===== config.mk =====
export PLATFORM = sky130hd
export DESIGN_NAME = four_tone_fsk_phasor_generator_core
export DESIGN_NICKNAME = d
export VERILOG_FILES = /design/src/design/tfsk_pkg.sv /design/src/design/tfsk_regs.sv /design/src/design/tfsk_rotator.sv /design/src/design/four_tone_fsk_phasor_generator_core.sv
export SDC_FILE = /design/constraint.sdc
export NUM_CORES = 2
export LEC_CHECK = 0
export BUFFER_PORTS_ARGS = -buffer_cell sky130_fd_sc_hd__clkbuf_2
export CAP_MARGIN = 20
export CELL_PAD_IN_SITES_DETAIL_PLACEMENT = 0
export CELL_PAD_IN_SITES_GLOBAL_PLACEMENT = 2
export CORE_UTILIZATION = 38
export CTS_BUF_LIST = sky130_fd_sc_hd__clkbuf_2
export CTS_CLUSTER_SIZE = 24
export DETAILED_ROUTE_END_ITERATION = 10
export HOLD_SLACK_MARGIN = 0.03
export PLACE_DENSITY = 0.88
export SYNTH_ARGS = -nofsm -noshare
export SYNTH_HDL_FRONTEND = slang
export SYNTH_SLANG_ARGS = --single-unit

===== constraint.sdc =====
create_clock -name i_clk -period 9.52 [get_ports i_clk]
set_clock_uncertainty 0.1 [all_clocks]
set_input_delay 1.904 -clock i_clk [delete_from_list [all_inputs] [get_ports i_clk]]
set_output_delay 1.904 -clock i_clk [all_outputs]
set_load 0.02 [all_outputs]

===== src/design/tfsk_pkg.sv =====
// ----------------------------------------------------------------------------
// tfsk_pkg
// Shared types and constants of the four-tone FSK phasor generator.
// ----------------------------------------------------------------------------
package tfsk_pkg;

    // Signed Q2.14 value, 16384 is 1.0.
    typedef logic signed [15:0] t_q14;

    // Output sample, half of the phasor sine.
    typedef logic signed [14:0] t_sample;

    // Tone symbol.
    typedef logic [1:0] t_symbol;

    // Byte address on the configuration port.
    typedef logic [4:0] t_paddr;

    // One rotation step: cosine and sine of the per-sample phase increment.
    typedef struct packed {
        t_q14 cos;
        t_q14 sin;
    } t_step_pair;

    // Step registers, one pair per symbol.
    typedef struct packed {
        t_step_pair step3;
        t_step_pair step2;
        t_step_pair step1;
        t_step_pair step0;
    } t_step_bank;

    // Register indexes on the configuration port.
    typedef enum logic [2:0] {
        REG_STEP_COS_SYM0 = 3'd0,
        REG_STEP_SIN_SYM0 = 3'd1,
        REG_STEP_COS_SYM1 = 3'd2,
        REG_STEP_SIN_SYM1 = 3'd3,
        REG_STEP_COS_SYM2 = 3'd4,
        REG_STEP_SIN_SYM2 = 3'd5,
        REG_STEP_COS_SYM3 = 3'd6,
        REG_STEP_SIN_SYM3 = 3'd7
    } t_reg_idx;

    // Fixed-point constants.
    localparam t_q14 C_ONE_Q14  = 16'sd16384;
    localparam t_q14 C_ZERO_Q14 = 16'sd0;

    // Reset value of every step pair: a rotation by zero.
    localparam t_step_pair C_STEP_RESET = '{cos: C_ONE_Q14, sin: C_ZERO_Q14};

    localparam t_step_bank C_BANK_RESET = '{
        step3: C_STEP_RESET,
        step2: C_STEP_RESET,
        step1: C_STEP_RESET,
        step0: C_STEP_RESET
    };

endpackage


===== src/design/tfsk_regs.sv =====
// ----------------------------------------------------------------------------
// tfsk_regs
// Step register bank with its APB-style port, and the step pair lookup
// for the symbol under processing.
// ----------------------------------------------------------------------------
module tfsk_regs (
    input  logic                   i_clk,
    input  logic                   i_rst_n,
    input  logic                   psel,
    input  logic                   penable,
    input  logic                   pwrite,
    input  tfsk_pkg::t_paddr       paddr,
    input  logic [31:0]            pwdata,
    output logic [31:0]            prdata,
    output logic                   pready,
    input  tfsk_pkg::t_symbol      i_symbol,
    output tfsk_pkg::t_step_pair   o_step
);
    import tfsk_pkg::*;

    t_step_bank r_bank;
    t_step_bank n_bank;
    t_reg_idx   reg_idx;
    logic       wr_en;
    t_q14       rd_value;

    // The port never inserts wait states.
    assign pready  = 1'b1;
    assign wr_en   = psel & penable & pwrite & pready;
    assign reg_idx = t_reg_idx'(paddr[4:2]);

    // Next value of the bank on a write.
    always_comb begin
        n_bank = r_bank;
        if (wr_en) begin
            unique case (reg_idx)
                REG_STEP_COS_SYM0: n_bank.step0.cos = pwdata[15:0];
                REG_STEP_SIN_SYM0: n_bank.step0.sin = pwdata[15:0];
                REG_STEP_COS_SYM1: n_bank.step1.cos = pwdata[15:0];
                REG_STEP_SIN_SYM1: n_bank.step1.sin = pwdata[15:0];
                REG_STEP_COS_SYM2: n_bank.step2.cos = pwdata[15:0];
                REG_STEP_SIN_SYM2: n_bank.step2.sin = pwdata[15:0];
                REG_STEP_COS_SYM3: n_bank.step3.cos = pwdata[15:0];
                REG_STEP_SIN_SYM3: n_bank.step3.sin = pwdata[15:0];
            endcase
        end
    end

    // Register bank.
    always_ff @(posedge i_clk) begin
        if (!i_rst_n) begin
            r_bank <= C_BANK_RESET;
        end else begin
            r_bank <= n_bank;
        end
    end

    // Read data, sign extended to the bus width.
    always_comb begin
        unique case (reg_idx)
            REG_STEP_COS_SYM0: rd_value = r_bank.step0.cos;
            REG_STEP_SIN_SYM0: rd_value = r_bank.step0.sin;
            REG_STEP_COS_SYM1: rd_value = r_bank.step1.cos;
            REG_STEP_SIN_SYM1: rd_value = r_bank.step1.sin;
            REG_STEP_COS_SYM2: rd_value = r_bank.step2.cos;
            REG_STEP_SIN_SYM2: rd_value = r_bank.step2.sin;
            REG_STEP_COS_SYM3: rd_value = r_bank.step3.cos;
            REG_STEP_SIN_SYM3: rd_value = r_bank.step3.sin;
        endcase
    end

    assign prdata = {{16{rd_value[15]}}, rd_value};

    // Step pair selected by the symbol.
    always_comb begin
        unique case (i_symbol)
            2'd0: o_step = r_bank.step0;
            2'd1: o_step = r_bank.step1;
            2'd2: o_step = r_bank.step2;
            2'd3: o_step = r_bank.step3;
        endcase
    end

endmodule


===== src/design/tfsk_rotator.sv =====
// ----------------------------------------------------------------------------
// tfsk_rotator
// One complex rotation of the phasor in Q2.14 with rounding and saturation,
// plus the halved sine that forms the output sample.
// ----------------------------------------------------------------------------
module tfsk_rotator (
    input  tfsk_pkg::t_q14         i_cos,
    input  tfsk_pkg::t_q14         i_sin,
    input  logic                   i_restart,
    input  tfsk_pkg::t_step_pair   i_step,
    output tfsk_pkg::t_q14         o_cos,
    output tfsk_pkg::t_q14         o_sin,
    output tfsk_pkg::t_sample      o_sample
);
    import tfsk_pkg::*;

    localparam logic signed [32:0] C_ROUND = 33'sd8192;

    t_q14                c_in;
    t_q14                s_in;
    logic signed [31:0]  p_cc;
    logic signed [31:0]  p_ss;
    logic signed [31:0]  p_sc;
    logic signed [31:0]  p_cs;
    logic signed [32:0]  acc_cos;
    logic signed [32:0]  acc_sin;
    logic signed [18:0]  q_cos;
    logic signed [18:0]  q_sin;

    // Clamp a rescaled sum to the 16-bit range.
    function automatic t_q14 sat16(input logic signed [18:0] v);
        t_q14 r;
        if (v > 19'sd32767) begin
            r = 16'sh7FFF;
        end else if (v < -19'sd32768) begin
            r = 16'sh8000;
        end else begin
            r = v[15:0];
        end
        return r;
    endfunction

    // A restart rotates from the unit phasor.
    assign c_in = i_restart ? C_ONE_Q14  : i_cos;
    assign s_in = i_restart ? C_ZERO_Q14 : i_sin;

    // Four parallel products.
    assign p_cc = c_in * i_step.cos;
    assign p_ss = s_in * i_step.sin;
    assign p_sc = s_in * i_step.cos;
    assign p_cs = c_in * i_step.sin;

    // Sums with the rounding offset; the top bits are the floor shift by 14.
    assign acc_cos = 33'(p_cc) - 33'(p_ss) + C_ROUND;
    assign acc_sin = 33'(p_sc) + 33'(p_cs) + C_ROUND;
    assign q_cos   = acc_cos[32:14];
    assign q_sin   = acc_sin[32:14];

    assign o_cos    = sat16(q_cos);
    assign o_sin    = sat16(q_sin);
    // Floor halving of the new sine.
    assign o_sample = o_sin[15:1];

endmodule


===== src/design/four_tone_fsk_phasor_generator_core.sv =====
// ----------------------------------------------------------------------------
// four_tone_fsk_phasor_generator_core
// Continuous-phase 4-FSK tone generator built on a recursive phasor.
// ----------------------------------------------------------------------------
// Usage:
//   Each input item carries a two-bit symbol and a restart flag. The symbol
//   picks one of four rotation steps (cos, sin in Q2.14) held in the step
//   registers; the phasor is rotated by that step, after being set to (1, 0)
//   when restart is high, and one output item carries half of the new sine.
//   Step registers are written over the APB-style port at byte address 4*i,
//   and the user must change them only while no item is in flight (unchecked).
// Timing:
//   An accepted item is held in the input register, where the four
//   multipliers and the round/saturate logic update the phasor, and its
//   sample is then registered in the output register. One item per cycle is
//   sustained while the receiver does not stall; the rate is set by the
//   phasor feedback loop through the multipliers.
// Reset and stalls:
//   Reset restores the unit phasor and zero-angle steps and empties both
//   registers. When the receiver stalls, the held sample stays put, one more
//   item is taken into the input register, and then o_ready drops.
// ----------------------------------------------------------------------------
module four_tone_fsk_phasor_generator_core (
    input  logic                i_clk,
    input  logic                i_rst_n,
    input  logic                i_valid,
    output logic                o_ready,
    input  tfsk_pkg::t_symbol   i_symbol,
    input  logic                i_restart,
    output logic                o_valid,
    input  logic                i_ready,
    output tfsk_pkg::t_sample   o_sample,
    input  logic                psel,
    input  logic                penable,
    input  logic                pwrite,
    input  tfsk_pkg::t_paddr    paddr,
    input  logic [31:0]         pwdata,
    output logic [31:0]         prdata,
    output logic                pready
);
    import tfsk_pkg::*;

    logic       r_s1_valid;
    t_symbol    r_symbol;
    logic       r_restart;
    logic       r_out_valid;
    t_sample    r_sample;
    t_q14       r_cos;
    t_q14       r_sin;

    logic       in_acc;
    logic       s1_adv;
    logic       out_acc;
    t_step_pair step;
    t_q14       rot_cos;
    t_q14       rot_sin;
    t_sample    rot_sample;

    // Handshake: the input register moves on when the output is free or taken.
    assign out_acc = r_out_valid & i_ready;
    assign s1_adv  = r_s1_valid & (~r_out_valid | i_ready);
    assign o_ready = ~r_s1_valid | s1_adv;
    assign in_acc  = i_valid & o_ready;
    assign o_valid = r_out_valid;
    assign o_sample = r_sample;

    // Step registers and lookup.
    tfsk_regs u_regs (
        .i_clk    (i_clk),
        .i_rst_n  (i_rst_n),
        .psel     (psel),
        .penable  (penable),
        .pwrite   (pwrite),
        .paddr    (paddr),
        .pwdata   (pwdata),
        .prdata   (prdata),
        .pready   (pready),
        .i_symbol (r_symbol),
        .o_step   (step)
    );

    // Rotation datapath.
    tfsk_rotator u_rotator (
        .i_cos     (r_cos),
        .i_sin     (r_sin),
        .i_restart (r_restart),
        .i_step    (step),
        .o_cos     (rot_cos),
        .o_sin     (rot_sin),
        .o_sample  (rot_sample)
    );

    // Valid flags and phasor state.
    always_ff @(posedge i_clk) begin
        if (!i_rst_n) begin
            r_s1_valid  <= 1'b0;
            r_out_valid <= 1'b0;
            r_cos       <= C_ONE_Q14;
            r_sin       <= C_ZERO_Q14;
        end else begin
            if (in_acc) begin
                r_s1_valid <= 1'b1;
            end else if (s1_adv) begin
                r_s1_valid <= 1'b0;
            end
            if (s1_adv) begin
                r_out_valid <= 1'b1;
                r_cos       <= rot_cos;
                r_sin       <= rot_sin;
            end else if (out_acc) begin
                r_out_valid <= 1'b0;
            end
        end
    end

    // Payload registers.
    always_ff @(posedge i_clk) begin
        if (in_acc) begin
            r_symbol  <= i_symbol;
            r_restart <= i_restart;
        end
        if (s1_adv) begin
            r_sample <= rot_sample;
        end
    end

    // The phasor changes only when an item moves to the output register.
    a_phasor_hold: assert property (@(posedge i_clk) disable iff (!i_rst_n)
        !s1_adv |=> ($stable(r_cos) && $stable(r_sin)))
        else $error("phasor changed without an item advancing");

    // The held sample always matches the current phasor sine.
    a_sample_match: assert property (@(posedge i_clk) disable iff (!i_rst_n)
        r_out_valid |-> (o_sample == r_sin[15:1]))
        else $error("output sample does not match phasor sine");

    // An empty output register never blocks the input side.
    a_ready_when_empty: assert property (@(posedge i_clk) disable iff (!i_rst_n)
        !r_out_valid |-> o_ready)
        else $error("input stalled while output register is empty");

    // A pending item reaches an empty output register in the next cycle.
    a_advance: assert property (@(posedge i_clk) disable iff (!i_rst_n)
        (r_s1_valid && !r_out_valid) |=> r_out_valid)
        else $error("pending item did not reach the output register");

endmodule

==> metrics.csv <==
metric,value,unit
synth-async-reset-ratio,0,%
synth_top_area_cell,fa_1,
antenna_found_initial,6,
num_rows,130,
numClockSinks,180,
synth_edf_count,18,
synthCells,5506,
clkTransAtPathRegs,0.31,ns
fp.dieW,360,µm
cp_max_fo,25,
place.gp.congestion,0.941,
cap_violations,0,
grt_pass1_vias,38200,
core_area,0.126,mm²
ys_seq_area_share,7.78,%
synth_most_common_cell,inv_1,
vias,36600,
wl,152000,µm
max_freq,0.109,GHz
routed_via_density,5.06,
drtIter0Drc,2625,
arrival,10.06,ns
drive_gt1_share,8.80,%
nets,7085,
synth_top_area_share,48.3,%
drc,0,
setup_tns,0,ns
clock_latency,1.16,ns
overflow,0,
initial_core_util,38.5,%
cts_buffers,17,
syn_avg_cell_area,8.83,µm²
ys_warn_count,0,
antenna_left,0,
min_period,9.19,ns
setup_violations,0,
ctsHtreeMaxLevel,4,
critPathRequiredTime,10.38,ns
cts_max_path_buffers,2,
cts-hold-fix-buffers,0,
synth_nets,7026,
port_buffers,77,
final_area,0.0525,mm²
grt_pass1_wl,236000,µm
die_area,0.129,mm²
hpwl,124000,µm
dieHeight,360,µm
hp-class,flop to flop,
finalCritPeriodShare,96.6,%
first_pass_iters,7,
synthTopCellsByArea,"fa_1 (48%), inv_1 (10%), ha_1 (7.7%)",
post-route-util,41.6,%
critPathLaunchType,flop,
track_usage,24.3,%
ios,97,
slew_violations,0,
synth-seq-cells,180,
hold_viol_final,0,
synth_common_cells,"inv_1 (1,295), fa_1 (1,173), nand2_1 (833), nor2_1 (593), ha_1 (300)",
wl_per_cell,21.0,µm
relSlewSlack,33.0,%
root_buffer,clkbuf_2,
grt_max_degree,91,
syn2layout_area_growth,7.99,%
crit_type,flop to flop,
synth_area,0.0486,mm²
place_area,0.0521,mm²
synthFlopType,dfxtp_1,
crit_path_end_kind,flop,
tightest_slew,1.00,ns
cts_tree,yes,
ys_types,69,
outcome,finished clean,
==> registers in the layout (all words and copies together) (netlist names) <==
register,count
r_restart,1
o_valid,1
r_symbol,2
r_cos,16
o_sample,15
r_sin,16
r_s1_valid,1
u_regs.r_bank,128
==> through the flow <==
step / hold WS [ns] / std cells / worst slack [ns]
after floorplan: 0.343 / 5506 / 0.108
after global placement: 0.357 / 7188 / 0.235
after detailed placement: 0.366 / 7188 / 0.189
after CTS: 0.395 / 7220 / 0.110
after global routing: 0.412 / 7231 / -0.0590
final: 0.395 / 7232 / 0.326
==> cell families after synthesis <==
logic type | Yosys count | synth area share, %
xor gates and xnor gates | 75 | 1.35
buffers and inverters | 1606 | 12.7
other | 1 | 0.00771
and+or+nand+nor | 1609 | 13.3
DFF | 180 | 7.78
AOI/OAI and AO/OA | 465 | 6.32
muxes | 97 | 2.57
adders and majority gates | 1473 | 56.0
==> area by class of cell <==
| type | count | area [µm²] |
|---|---|---|
| fill | 12800 | 73700 |
| multi-input combinational | 3720 | 38800 |
| inverter | 1297 | 4870 |
| sequential | 180 | 3780 |
| timing repair buffer | 349 | 2720 |
| tap | 1650 | 2060 |
| clock inverter | 15 | 170 |
| clock buffer | 17 | 85.1 |
| antenna | 4 | 10.0 |
==> layout by cell type (no fill, tap or decap), types with 61 or more instances in the layout <==
cell type,n
clkbuf_2,93
a21boi_0,131
fa_1,1171
xnor2_1,61
ha_1,299
dfxtp_1,162
nor2_1,591
inv_1,1294
nand2_1,833
buf_4,249
o21ai_0,92
a21oi_1,73
==> routing by layer <==
metal / part of all wire, % / wire length (µm) / track usage (%) / vias up
met5: 0.0079 / 12 / 0 / -
li1: - / - / - / 16300
met1: 41 / 62000 / 32.2 / 18900
met3: 7.2 / 11000 / 3.83 / 212
met2: 48 / 72600 / 40.2 / 1219
met4: 4.2 / 6340 / 8.39 / 2
==> timing repair <==
action | 4_1_cts | 5_1_grt
setup endpoints to repair | 0 | 44
setup buffers | 0 | 5
gates resized for setup | 0 | 15
==> path summary, 6_finish.rpt <==
path / from / endpoint / slack, ns / depth (start not counted)
worst max register to register: r_symbol[0]$_DFFE_PP_ / r_sin[9]$_SDFFE_PN0P_ / 0.33 / 27
worst min-delay path: u_regs.r_bank[55]$_SDFFE_PN0P_ / u_regs.r_bank[55]$_SDFFE_PN0P_ / 0.40 / 2
worst min register to register: u_regs.r_bank[55]$_SDFFE_PN0P_ / u_regs.r_bank[55]$_SDFFE_PN0P_ / 0.40 / 2
worst max-delay path: r_symbol[0]$_DFFE_PP_ / r_sin[9]$_SDFFE_PN0P_ / 0.33 / 27
==> worst max-delay path, cell delays in order, from the launching register on <==
cell	delay (ns)
edfxtp_1	0.59
buf_4	0.27
mux2_2	0.24
o21a_1	0.42
clkinv_1	0.37
buf_4	0.34
nor2_1	0.19
fa_1	0.45
fa_1	0.49
fa_1	0.54
fa_1	0.45
fa_1	0.57
fa_1	0.46
fa_1	0.49
inv_1	0.05
fa_1	0.50
inv_1	0.05
ha_1	0.37
nand3_1	0.30
nor3_1	0.44
o21a_1	0.24
buf_12	0.14
o211a_1	0.20
nor3_1	0.08
o311ai_2	0.25
buf_4	0.25
nand2_1	0.10
a31oi_1	0.17
Power is left out: the tool's default activity adds up to more than one toggle a clock period on the data nets, which glitch-free logic cannot reach.
